**src/hw/rtl/eslf_pkg.sv**
```systemverilog
// Shared types, register codes and constants for the eight-sensor line follower.
// No dependencies; every other file in this folder imports this package.
package eslf_pkg;

   localparam int unsigned MaxWheelSpeedDefault = 1000;
   localparam int unsigned MaxTurnDeltaDefault  = 500;

   localparam int unsigned CsrIndexWidth = 3;
   localparam int unsigned CsrDataWidth  = 23;

   localparam logic [11:0] BaseSpeedReset       = 12'd300;
   localparam logic [11:0] CorrectionSpeedReset = 12'd300;
   localparam logic [11:0] SearchSpeedReset     = 12'd200;
   localparam logic [5:0]  CenterDeadbandReset  = 6'd1;
   localparam logic [15:0] LostLimitReset       = 16'd20;
   localparam logic [22:0] InnerPercentsReset   = 23'h503214;
   localparam logic [15:0] ScoreWeightsReset    = 16'h1234;
   localparam logic [15:0] TurnGainsReset       = 16'h1020;

   // Rounded percent scaling: (speed * pct + 50) / 100, the divide done as a
   // multiply by a reciprocal that is exact for dividends up to 493000, well
   // above any sum that is not clamped first.
   localparam int unsigned PctRound     = 50;
   localparam int unsigned PctScale     = 100;
   localparam int unsigned DivInWidth   = 19;
   localparam int unsigned Div100Mult   = 335545;
   localparam int unsigned Div100Shift  = 25;

   typedef enum logic [CsrIndexWidth-1:0] {
      CSR_BASE_SPEED       = 3'd0,
      CSR_CORRECTION_SPEED = 3'd1,
      CSR_SEARCH_SPEED     = 3'd2,
      CSR_CENTER_DEADBAND  = 3'd3,
      CSR_LOST_LIMIT       = 3'd4,
      CSR_INNER_PERCENTS   = 3'd5,
      CSR_SCORE_WEIGHTS    = 3'd6,
      CSR_TURN_GAINS       = 3'd7
   } csr_index_type;

   typedef enum logic [1:0] {
      DIR_LEFT  = 2'd0,
      DIR_NONE  = 2'd1,
      DIR_RIGHT = 2'd2
   } dir_type;

   typedef struct packed {
      logic [11:0] base_speed;
      logic [11:0] correction_speed;
      logic [11:0] search_speed;
      logic [5:0]  center_deadband;
      logic [15:0] lost_limit;
      logic [22:0] inner_percents;
      logic [15:0] score_weights;
      logic [15:0] turn_gains;
   } cfg_type;

   typedef struct packed {
      logic [11:0]        left_base;
      logic [11:0]        right_base;
      logic               scale_en;
      logic               scale_left;
      logic [20:0]        scaled_sum;
      logic               turn_en;
      logic signed [15:0] kp_term;
      logic signed [15:0] kd_term;
      logic               clear_history;
      logic               line_seen;
   } mid_type;

endpackage

```
**src/hw/rtl/eight_sensor_line_follower_core.sv**
```systemverilog
// Eight-sensor line follower: configuration registers and the two pipeline stages.
// A request transfer loads the input register, then the decode register is loaded and after it
// the result register, where the response is valid.
// Throughput is one transfer per cycle; each stage holds while the one after it stalls.
// Synchronous reset empties the pipeline, clears the tick state and restores register defaults.
module eight_sensor_line_follower_core
   import eslf_pkg::*;
#(
   parameter int unsigned MAX_WHEEL_SPEED = MaxWheelSpeedDefault,
   parameter int unsigned MAX_TURN_DELTA  = MaxTurnDeltaDefault
) (
   input  logic                     clock,
   input  logic                     reset,
   input  logic                     csr_write_enable,
   input  logic [CsrIndexWidth-1:0] csr_index,
   input  logic [CsrDataWidth-1:0]  csr_wdata,
   input  logic                     req_valid,
   output logic                     req_ready,
   input  logic [7:0]               req_sensors,
   output logic                     rsp_valid,
   input  logic                     rsp_ready,
   output logic [11:0]              rsp_left_wheel,
   output logic [11:0]              rsp_right_wheel,
   output logic signed [11:0]       rsp_turn_term,
   output logic                     rsp_clear_history,
   output logic                     rsp_line_seen
);

   cfg_type cfg_ff, cfg_in;
   logic    mid_valid;
   logic    mid_ready;
   mid_type mid;

   always_comb begin
      cfg_in = cfg_ff;
      if (csr_write_enable) begin
         case (csr_index_type'(csr_index))
            CSR_BASE_SPEED:       cfg_in.base_speed       = csr_wdata[11:0];
            CSR_CORRECTION_SPEED: cfg_in.correction_speed = csr_wdata[11:0];
            CSR_SEARCH_SPEED:     cfg_in.search_speed     = csr_wdata[11:0];
            CSR_CENTER_DEADBAND:  cfg_in.center_deadband  = csr_wdata[5:0];
            CSR_LOST_LIMIT:       cfg_in.lost_limit       = csr_wdata[15:0];
            CSR_INNER_PERCENTS:   cfg_in.inner_percents   = csr_wdata[22:0];
            CSR_SCORE_WEIGHTS:    cfg_in.score_weights    = csr_wdata[15:0];
            CSR_TURN_GAINS:       cfg_in.turn_gains       = csr_wdata[15:0];
            default:              cfg_in = cfg_ff;
         endcase
      end
   end

   always_ff @(posedge clock) begin
      if (reset) begin
         cfg_ff.base_speed       <= BaseSpeedReset;
         cfg_ff.correction_speed <= CorrectionSpeedReset;
         cfg_ff.search_speed     <= SearchSpeedReset;
         cfg_ff.center_deadband  <= CenterDeadbandReset;
         cfg_ff.lost_limit       <= LostLimitReset;
         cfg_ff.inner_percents   <= InnerPercentsReset;
         cfg_ff.score_weights    <= ScoreWeightsReset;
         cfg_ff.turn_gains       <= TurnGainsReset;
      end else begin
         cfg_ff <= cfg_in;
      end
   end

   eslf_control u_control (
      .clock       (clock),
      .reset       (reset),
      .cfg         (cfg_ff),
      .req_valid   (req_valid),
      .req_ready   (req_ready),
      .req_sensors (req_sensors),
      .mid_valid   (mid_valid),
      .mid_ready   (mid_ready),
      .mid         (mid)
   );

   eslf_finish #(
      .MAX_WHEEL_SPEED (MAX_WHEEL_SPEED),
      .MAX_TURN_DELTA  (MAX_TURN_DELTA)
   ) u_finish (
      .clock             (clock),
      .reset             (reset),
      .mid_valid         (mid_valid),
      .mid_ready         (mid_ready),
      .mid               (mid),
      .rsp_valid         (rsp_valid),
      .rsp_ready         (rsp_ready),
      .rsp_left_wheel    (rsp_left_wheel),
      .rsp_right_wheel   (rsp_right_wheel),
      .rsp_turn_term     (rsp_turn_term),
      .rsp_clear_history (rsp_clear_history),
      .rsp_line_seen     (rsp_line_seen)
   );

endmodule

```
**src/hw/rtl/eslf_control.sv**
```systemverilog
// Input register, error and level decode, steering decisions and tick state.
// Produces the partial products for the finish stage. Depends on eslf_pkg.
module eslf_control
   import eslf_pkg::*;
(
   input  logic       clock,
   input  logic       reset,
   input  cfg_type    cfg,
   input  logic       req_valid,
   output logic       req_ready,
   input  logic [7:0] req_sensors,
   output logic       mid_valid,
   input  logic       mid_ready,
   output mid_type    mid
);

   logic                s0_valid_ff, s0_valid_in;
   logic [7:0]          s0_sensors_ff;
   logic                mid_valid_ff, mid_valid_in;
   mid_type             mid_ff, mid_in;
   logic signed [7:0]   lve_ff, lve_in;
   logic signed [7:0]   prev_ff, prev_in;
   logic                centred_ff, centred_in;
   logic [15:0]         lost_ticks_ff, lost_ticks_in;

   logic                mid_free;
   logic                s0_go;
   logic [6:0]          lscore, rscore;
   logic signed [7:0]   err;
   logic signed [7:0]   db_s;
   logic                in_db;
   logic [1:0]          llev, rlev, clev;
   dir_type             dir;
   logic [7:0]          pct;
   logic [19:0]         prod;
   logic signed [8:0]   diff;
   logic signed [16:0]  kp_full;
   logic signed [17:0]  kd_full;

   assign mid_free  = !mid_valid_ff || mid_ready;
   assign s0_go     = s0_valid_ff && mid_free;
   assign req_ready = !s0_valid_ff || mid_free;
   assign mid_valid = mid_valid_ff;
   assign mid       = mid_ff;

   always_comb begin
      lscore = 7'd0;
      rscore = 7'd0;
      for (int i = 0; i < 4; i++) begin
         if (s0_sensors_ff[i]) begin
            lscore = lscore + 7'(cfg.score_weights[4*i +: 4]);
         end
         if (s0_sensors_ff[7-i]) begin
            rscore = rscore + 7'(cfg.score_weights[4*i +: 4]);
         end
      end
      err   = $signed({1'b0, rscore}) - $signed({1'b0, lscore});
      db_s  = $signed({2'b00, cfg.center_deadband});
      in_db = (err >= -db_s) && (err <= db_s);

      if (s0_sensors_ff[0]) llev = 2'd3;
      else if (s0_sensors_ff[1]) llev = 2'd2;
      else if (s0_sensors_ff[2]) llev = 2'd1;
      else llev = 2'd0;
      if (s0_sensors_ff[7]) rlev = 2'd3;
      else if (s0_sensors_ff[6]) rlev = 2'd2;
      else if (s0_sensors_ff[5]) rlev = 2'd1;
      else rlev = 2'd0;
      clev = (llev > rlev) ? llev : rlev;

      if (llev == 2'd0 && rlev == 2'd0) dir = DIR_NONE;
      else if (llev > rlev) dir = DIR_LEFT;
      else if (rlev > llev) dir = DIR_RIGHT;
      else if (err < 0) dir = DIR_LEFT;
      else if (err > 0) dir = DIR_RIGHT;
      else if (lve_ff < 0) dir = DIR_LEFT;
      else if (lve_ff > 0) dir = DIR_RIGHT;
      else dir = DIR_NONE;

      case (clev)
         2'd3:    pct = cfg.inner_percents[7:0];
         2'd2:    pct = cfg.inner_percents[15:8];
         default: pct = {1'b0, cfg.inner_percents[22:16]};
      endcase
      prod = 20'(cfg.correction_speed) * 20'(pct);

      diff    = $signed({err[7], err}) - $signed({prev_ff[7], prev_ff});
      kp_full = err * $signed({1'b0, cfg.turn_gains[7:0]});
      kd_full = diff * $signed({1'b0, cfg.turn_gains[15:8]});
   end

   always_comb begin
      lve_in        = lve_ff;
      prev_in       = prev_ff;
      centred_in    = centred_ff;
      lost_ticks_in = lost_ticks_ff;

      mid_in               = '0;
      mid_in.scaled_sum    = 21'(prod) + 21'(PctRound);
      mid_in.kp_term       = 16'(kp_full);
      mid_in.kd_term       = 16'(kd_full);
      mid_in.scale_left    = (dir == DIR_LEFT);
      mid_in.line_seen     = (s0_sensors_ff != 8'd0);

      if (s0_sensors_ff == 8'd0) begin
         prev_in = '0;
         if (lost_ticks_ff < cfg.lost_limit) begin
            lost_ticks_in = lost_ticks_ff + 16'd1;
            if (lve_ff < 0) begin
               mid_in.right_base = cfg.search_speed;
            end else if (lve_ff > 0) begin
               mid_in.left_base = cfg.search_speed;
            end else begin
               mid_in.left_base  = cfg.search_speed;
               mid_in.right_base = cfg.search_speed;
            end
         end
      end else begin
         lost_ticks_in = '0;
         lve_in        = err;
         if (dir == DIR_NONE && in_db) begin
            mid_in.clear_history = !centred_ff;
            centred_in           = 1'b1;
            prev_in              = '0;
            mid_in.left_base     = cfg.base_speed;
            mid_in.right_base    = cfg.base_speed;
         end else begin
            centred_in        = 1'b0;
            prev_in           = in_db ? 8'sd0 : err;
            mid_in.turn_en    = !in_db;
            mid_in.scale_en   = 1'b1;
            mid_in.left_base  = cfg.correction_speed;
            mid_in.right_base = cfg.correction_speed;
         end
      end
   end

   always_comb begin
      if (req_ready) begin
         s0_valid_in = req_valid;
      end else begin
         s0_valid_in = s0_valid_ff;
      end
      if (mid_free) begin
         mid_valid_in = s0_valid_ff;
      end else begin
         mid_valid_in = mid_valid_ff;
      end
   end

   always_ff @(posedge clock) begin
      if (reset) begin
         s0_valid_ff   <= 1'b0;
         mid_valid_ff  <= 1'b0;
         lve_ff        <= '0;
         prev_ff       <= '0;
         centred_ff    <= 1'b0;
         lost_ticks_ff <= '0;
      end else begin
         s0_valid_ff  <= s0_valid_in;
         mid_valid_ff <= mid_valid_in;
         if (s0_go) begin
            lve_ff        <= lve_in;
            prev_ff       <= prev_in;
            centred_ff    <= centred_in;
            lost_ticks_ff <= lost_ticks_in;
         end
      end
   end

   always_ff @(posedge clock) begin
      if (req_valid && req_ready) begin
         s0_sensors_ff <= req_sensors;
      end
      if (s0_go) begin
         mid_ff <= mid_in;
      end
   end

endmodule

```
**src/hw/rtl/eslf_finish.sv**
```systemverilog
// Percent divide, wheel clamp, PD rounding and saturation, and the result register.
// Takes the partial products from eslf_control. Depends on eslf_pkg.
module eslf_finish
   import eslf_pkg::*;
#(
   parameter int unsigned MAX_WHEEL_SPEED = MaxWheelSpeedDefault,
   parameter int unsigned MAX_TURN_DELTA  = MaxTurnDeltaDefault
) (
   input  logic               clock,
   input  logic               reset,
   input  logic               mid_valid,
   output logic               mid_ready,
   input  mid_type            mid,
   output logic               rsp_valid,
   input  logic               rsp_ready,
   output logic [11:0]        rsp_left_wheel,
   output logic [11:0]        rsp_right_wheel,
   output logic signed [11:0] rsp_turn_term,
   output logic               rsp_clear_history,
   output logic               rsp_line_seen
);

   localparam int unsigned ScaleLimit = (MAX_WHEEL_SPEED + 1) * PctScale;
   localparam int unsigned ProdWidth  = 2 * DivInWidth;

   logic                rsp_valid_ff, rsp_valid_in;
   logic [11:0]         left_ff, left_in;
   logic [11:0]         right_ff, right_in;
   logic signed [11:0]  turn_ff, turn_in;
   logic                clear_ff;
   logic                seen_ff;

   logic [ProdWidth-1:0] quot_full;
   logic [11:0]          scaled;
   logic [11:0]          left_clamp, right_clamp;
   logic signed [17:0]   num, quot;
   logic signed [17:0]   lim_s;

   assign mid_ready = !rsp_valid_ff || rsp_ready;

   always_comb begin
      quot_full = ProdWidth'(mid.scaled_sum[DivInWidth-1:0]) *
                  ProdWidth'(Div100Mult);
      if (mid.scaled_sum >= 21'(ScaleLimit)) begin
         scaled = 12'(MAX_WHEEL_SPEED);
      end else begin
         scaled = quot_full[Div100Shift +: 12];
      end
      left_clamp  = (mid.left_base > 12'(MAX_WHEEL_SPEED)) ?
                    12'(MAX_WHEEL_SPEED) : mid.left_base;
      right_clamp = (mid.right_base > 12'(MAX_WHEEL_SPEED)) ?
                    12'(MAX_WHEEL_SPEED) : mid.right_base;
      if (mid.scale_en) begin
         left_in  = mid.scale_left ? scaled : left_clamp;
         right_in = mid.scale_left ? right_clamp : scaled;
      end else begin
         left_in  = mid.left_base;
         right_in = mid.right_base;
      end

      num   = 18'(mid.kp_term) + 18'(mid.kd_term);
      quot  = (num + (num[17] ? 18'sd15 : 18'sd0)) >>> 4;
      lim_s = $signed(18'(MAX_TURN_DELTA));
      if (!mid.turn_en) begin
         turn_in = '0;
      end else if (quot > lim_s) begin
         turn_in = 12'(lim_s);
      end else if (quot < -lim_s) begin
         turn_in = 12'(-lim_s);
      end else begin
         turn_in = 12'(quot);
      end

      if (mid_ready) begin
         rsp_valid_in = mid_valid;
      end else begin
         rsp_valid_in = rsp_valid_ff;
      end
   end

   always_ff @(posedge clock) begin
      if (reset) begin
         rsp_valid_ff <= 1'b0;
      end else begin
         rsp_valid_ff <= rsp_valid_in;
      end
   end

   always_ff @(posedge clock) begin
      if (mid_valid && mid_ready) begin
         left_ff  <= left_in;
         right_ff <= right_in;
         turn_ff  <= turn_in;
         clear_ff <= mid.clear_history;
         seen_ff  <= mid.line_seen;
      end
   end

   assign rsp_valid         = rsp_valid_ff;
   assign rsp_left_wheel    = left_ff;
   assign rsp_right_wheel   = right_ff;
   assign rsp_turn_term     = turn_ff;
   assign rsp_clear_history = clear_ff;
   assign rsp_line_seen     = seen_ff;

endmodule

```
**config.mk**
```make
export PLATFORM = sky130hd
export DESIGN_NAME = eight_sensor_line_follower_core
export DESIGN_NICKNAME = d
export VERILOG_FILES = /design/src/hw/rtl/eslf_pkg.sv /design/src/hw/rtl/eight_sensor_line_follower_core.sv /design/src/hw/rtl/eslf_control.sv /design/src/hw/rtl/eslf_finish.sv
export SDC_FILE = /design/constraint.sdc
export NUM_CORES = 2
export LEC_CHECK = 0
export CORE_UTILIZATION = 60
export DETAILED_ROUTE_END_ITERATION = 10
export DONT_BUFFER_PORTS = 1
export GPL_ROUTABILITY_DRIVEN = 0
export GPL_TIMING_DRIVEN = 0
export PLACE_DENSITY = 0.79
export SLEW_MARGIN = 10
export SYNTH_ARGS = -nofsm -noshare
export SYNTH_HDL_FRONTEND = slang
export SYNTH_SLANG_ARGS = --single-unit
```
**constraint.sdc**
```tcl
create_clock -name clock -period 9.7 [get_ports clock]
set_clock_uncertainty 0.2 [all_clocks]
set_input_delay 0.485 -clock clock [delete_from_list [all_inputs] [get_ports clock]]
set_output_delay 0.485 -clock clock [all_outputs]
set_load 0.02 [all_outputs]
```
Yosys cells after proc, flatten, opt, wreduce, memory -nomap -nowiden
Cells that the tools add are included.
Word-level totals
  register bits after elaboration: 277
  output and inout port bits: 40
Operators by class
  add/sub/neg operators: 13
  $mul: 4
  order comparisons: 14
  equal/unequal tests: 11
  mux-type cells: 46
  bitwise gates (word level): 3
  reductions and logical operators: 34
Operators with widths (number)
  12-bit 2-to-1 mux: 11
  24-bit 2-to-1 mux: 3
  7-bit 2-to-1 mux: 6
  19-bit by 19-bit multiplier with 37-bit output, second input constant: 1
  16-bit 2-to-1 mux: 2
  7-bit by 4-bit adder with 7-bit output: 4
  12-bit by 10-bit greater-than comparator with 1-bit output, second input constant: 2
  2-bit 2-to-1 mux: 12
  8-bit 2-to-1 mux: 3
  20-bit by 6-bit adder with 21-bit output, second input constant: 1
  21-bit by 17-bit >= comparator with 1-bit output, second input constant: 1
  12-bit by 8-bit multiplier with 20-bit output: 1
  2-bit AND reduction: 10
  17-bit by 5-bit adder with 18-bit output: 1
  16-bit by 16-bit adder with 17-bit output: 1
  16-bit by 1-bit adder with 16-bit output, second input constant: 1
  8-bit by 1-bit greater-than comparator with 1-bit output, second input constant: 2
  16-bit less-than comparator: 1
  8-bit by 1-bit less-than comparator with 1-bit output, second input constant: 2
  8-bit by 9-bit multiplier with 16-bit output: 1
  9-bit by 9-bit multiplier with 16-bit output: 1
  8-bit case mux with 2 select lines: 1
  14-bit by 10-bit greater-than comparator with 1-bit output, second input constant: 1
  14-bit by 10-bit less-than comparator with 1-bit output, second input constant: 1
  other kinds (26): 55

Depth between registers and ports, before layout
  word-level depth: 18
  gate-level depth with buffers: 44

Cells and area by module
Synthesis repeated with hierarchy kept, for this count alone.
Unflattened totals
  cells, all modules: 3201
  area total of the unflattened synthesis: 30439.2 µm²
Modules (own cells, without submodules)
  eslf_control: times used 1, cells each 1705, area each 15737.6 µm², seq. area each 3403.3 µm²
  eslf_finish: times used 1, cells each 1076, area each 10199.8 µm², seq. area each 1161.1 µm²
  eight_sensor_line_follower_core: times used 1, cells each 420, area each 4501.8 µm², seq. area each 2262.2 µm²

Least setup slack after synthesis
OpenSTA, ideal clock, no wires.
  path kind: register to register
  start: register u_control.s0_sensors_ff[7]
  end: register u_control.mid_ff, in the netlist u_control.mid[17] (data pin)
  arrival: 9.148 ns
  data required time: 9.232 ns
  setup slack: 0.085 ns
  cell stages (with the launch flop): 39
  period minus slack after synthesis: 9.615 ns
  path through: edfxtp_1 > and2_1 > ha_1 > inv_1 > fa_1 > mux2i_1 > fa_1 > mux2i_1 > inv_1 > ha_1 > a21o_1 > a21oi_1 > xnor2_1 > mux2_2 > ha_1 > a21boi_0 > o21a_1 > o21a_1 > [... 3 more ...] > o21ai_0 > a21boi_0 > o22ai_1 > and2_1 > inv_1 > fa_1 > clkbuf_1 > inv_1 > fa_1 > fa_1 > inv_1 > fa_1 > inv_1 > ha_1 > o21a_1 > o31a_1 > o41ai_1 > xnor2_1
On the way
  cells in the longest elaborated chain, start to end: 10
RTL lines
  from (decl): line eslf_control.sv:18  | logic [7:0] s0_sensors_ff;
  from (signal assigned): line eslf_control.sv:173  | s0_sensors_ff <= req_sensors;
  4-bit 2-to-1 mux *: line eslf_control.sv:53  | if (s0_sensors_ff[7-i]) begin
  4-bit by 4-bit adder with 5-bit output: line eslf_control.sv:54  | rscore = rscore + 7'(cfg.score_weights[4*i +: 4]);
  7-bit 2-to-1 mux *: line eslf_control.sv:53
  7-bit by 4-bit adder with 7-bit output: line eslf_control.sv:54
  7-bit 2-to-1 mux *: line eslf_control.sv:53
  7-bit by 4-bit adder with 7-bit output: line eslf_control.sv:54
  7-bit 2-to-1 mux *: line eslf_control.sv:53
  7-bit by 7-bit subtractor with 8-bit output *: line eslf_control.sv:57  | err = $signed({1'b0, rscore}) - $signed({1'b0, lscore});
  named net u_control.err[5]: line eslf_control.sv:29  | logic signed [7:0] err;
  8-bit by 8-bit subtractor with 9-bit output *: line eslf_control.sv:87  | diff = $signed({err[7], err}) - $signed({prev_ff[7], prev_ff});
  9-bit by 9-bit multiplier with 16-bit output *: line eslf_control.sv:89  | kd_full = diff * $signed({1'b0, cfg.turn_gains[15:8]});
  named net u_control.kd_full[15]: line eslf_control.sv:38  | logic signed [17:0] kd_full;
  to (signal assigned): line eslf_control.sv:176  | mid_ff <= mid_in;
  to (decl): line eslf_control.sv:20  | mid_type mid_ff, mid_in;
Mark *: on every way through the listed nets, which the timed path passes. The rest lies on a longest branch.
A chain may end at the register's enable or synchronous reset.

Worst setup path in the final report
Same ends and word-level chain as after synthesis.

==> reports/results.txt <==
DR top layer = met5
wire per inst = 19.0 um
element type at the critical path start = register
Placed Instances = 3710
crit-path most repeated cell = fa_1
ratio of cells with drive above 1 in the final layout = 7.00%
fin crit share = 98.7%
Hold Violations, Final = 0
flop and latch count out of synthesis = 277
Die X = 222 um
Final #Nets = 3942
Total Wirelength = 73000 um
status = complete, no violations
CTS Buffer Depth = 3
drt first pass iters = 6
metal3 WL = 4990 um
Gate Count Post-Synth = 3093
drt initial violations = 1748
Worst-Skew Late Latency = 610 ps
core area = 47600 um2
synthesized area = 28900 um2
Post-synth top flop = dfxtp_1
Tightest Hold Check Type = input pin to register
max-slew violations = 0
Critical-path top delay cell = fa_1
fin util = 67.1%
sequential share of the synthesized area = 23.6%
CTS Buf Count = 31
initial antenna violation count = 3
final setup violation count = 0
total track usage = 29.3%
Unique masters post-synth = 82
most frequent cells after synthesis = inv_1, ha_1, nand2_1
chip height = 222 um
Worst-Margin Slew = 964 ps
Buffers on Ports = 0
wire length on met2 = 34700 um
f_max = 0.104 GHz
Area Overhead vs Synth = 10.5%
max_cap viols = 0
CTS Root Buffer Type = clkbuf_16
clk slew on worst S/H paths = 60 ps
# IOs = 79
depth of the CTS H-tree = 1
max incr delay on CP = 550 ps
first-pass GRT wire length = 117000 um
largest net degree at the start of global routing = 47
count leader, synth = inv_1
TritonCTS clock tree = done
synth warn = 0
Final min period = 9570 ps
crit path kind = register to register
cell taking the most area after synthesis = fa_1
Via Count = 22500
die footprint = 49100 um2
Synth top area share = 20.6%
syn_nets = 3843
hpwl dp = 56000 um
number of remaining DRC errors = 0
Antenna Violating Nets Remaining = 0
number of synthesized flops with an enable pin = 128
crit-path max FO = 12
r2r startpoint = u_control.s0_sensors_ff[7]
Rows = 80
Rel. slew slack = 35.3%
total clock sinks = 277
met1 WL = 30400 um
Initial Utilization = 60.7%
Arrival @ worst endpoint = 9690 ps
Crit. Startpoint = u_control.s0_sensors_ff[7]
Post-synth ARST share = 0%
number of global-route vias before repair = 23300
DR vias/cell = 5.87
synth top area cells = fa_1, ha_1, edfxtp_1
HP Start = csr_write_enable
gr ovfl total = 0
Worst Path Required = 9820 ps
Critical Path End Type = register
Post-Layout Cell Count = 3832
syn avg cell area = 9.35 um2
[state kept, by name, indices dropped and copies added, names as in the netlist]
signal	count
cfg_ff	113
u_control.centred_ff	1
u_control.lost_ticks_ff	16
u_control.lve_ff	8
u_control.mid	82
u_control.mid_valid	1
u_control.prev_ff	8
u_control.s0_sensors_ff	8
u_control.s0_valid_ff	1
u_finish.rsp_clear_history	1
u_finish.rsp_left_wheel	12
u_finish.rsp_line_seen	1
u_finish.rsp_right_wheel	12
u_finish.rsp_turn_term	12
u_finish.rsp_valid	1
[placed cells by master, fill, tap and decap left out, types with 70 or more instances in the layout]
cell type / instances
xnor2_1: 70
edfxtp_1: 128
nor2_1: 117
ha_1: 399
nand2_1: 388
clkbuf_1: 83
and2_1: 120
a21oi_1: 157
inv_1: 495
fa_1: 295
dfxtp_1: 149
[per-layer routing]
layer / up-vias / track usage, %
met4: 4 / 10.5
li1: 10400 / -
met2: 843 / 49.5
met1: 11000 / 38.5
met5: - / 0
met3: 204 / 4.15
[kinds of logic (layout without fill, tap and decap cells)]
| group | after synthesis | after routing | share of synthesized area, % |
|---|---|---|---|
| and+or+nand+nor | 884 | 884 | 14.5 |
| adders and majority gates | 713 | 713 | 38.6 |
| buffers and inverters | 605 | 728 | 7.89 |
| AOI/OAI and AO/OA | 478 | 478 | 11.1 |
| DFF | 277 | 277 | 23.6 |
| xor gates and xnor gates | 103 | 103 | 3.12 |
| muxes | 33 | 33 | 1.19 |
| other | 0 | 1 | 0 |
[worst max-delay path, delay by kind of cell (launching register included)]
family	cells	cell delay [ps]
flip-flops	1	430
multiplexers	3	680
AO/OA/AOI/OAI	11	2000
adder cells (fa/ha/maj)	11	4220
XOR/XNOR	1	120
AND/OR/NAND/NOR	7	960
buffers and inverters	7	650
[through the flow]
step	cell area, um2	hold slack, ps	setup TNS (ps)	setup WS [ps]
after floorplan	28900	200	0	84.7
after global placement	29700	206	-4610	-1010
after detailed placement	29700	214	-7440	-1290
after CTS	31400	2.55	0	9.78
after global routing	32000	83.6	-397	-222
final	32000	8.49	0	126
[final timing paths]
| kind | endpoint | slack [ps] | cells after the start |
|---|---|---|---|
| hold / removal | cfg_ff[111] | 8 | 4 |
| hold reg to reg | cfg_ff[47] | 260 | 2 |
| setup reg to reg | u_control.mid[17] | 130 | 40 |
| setup / recovery | u_control.mid[17] | 130 | 40 |
[timing repair]
action,in CTS,in global routing
setup buffers,14,25
hold endpoints to repair,77,0
pin swaps,9,57
endpoints found under the setup margin,11,10
resized for setup,45,97
hold buffers,28,0
[area by class of cell]
class / instances / area, um2
antenna: 1 / 2.50
timing repair buffer: 69 / 626
sequential: 277 / 6830
fill: 3600 / 15700
inverter: 506 / 1910
multi-input combinational: 2211 / 20300
clock buffer: 41 / 845
tap: 615 / 769
clock inverter: 16 / 230
buffer: 96 / 409
Power is left out: the tool's default activity adds up to more than one toggle a clock period on the data nets, which glitch-free logic cannot reach.
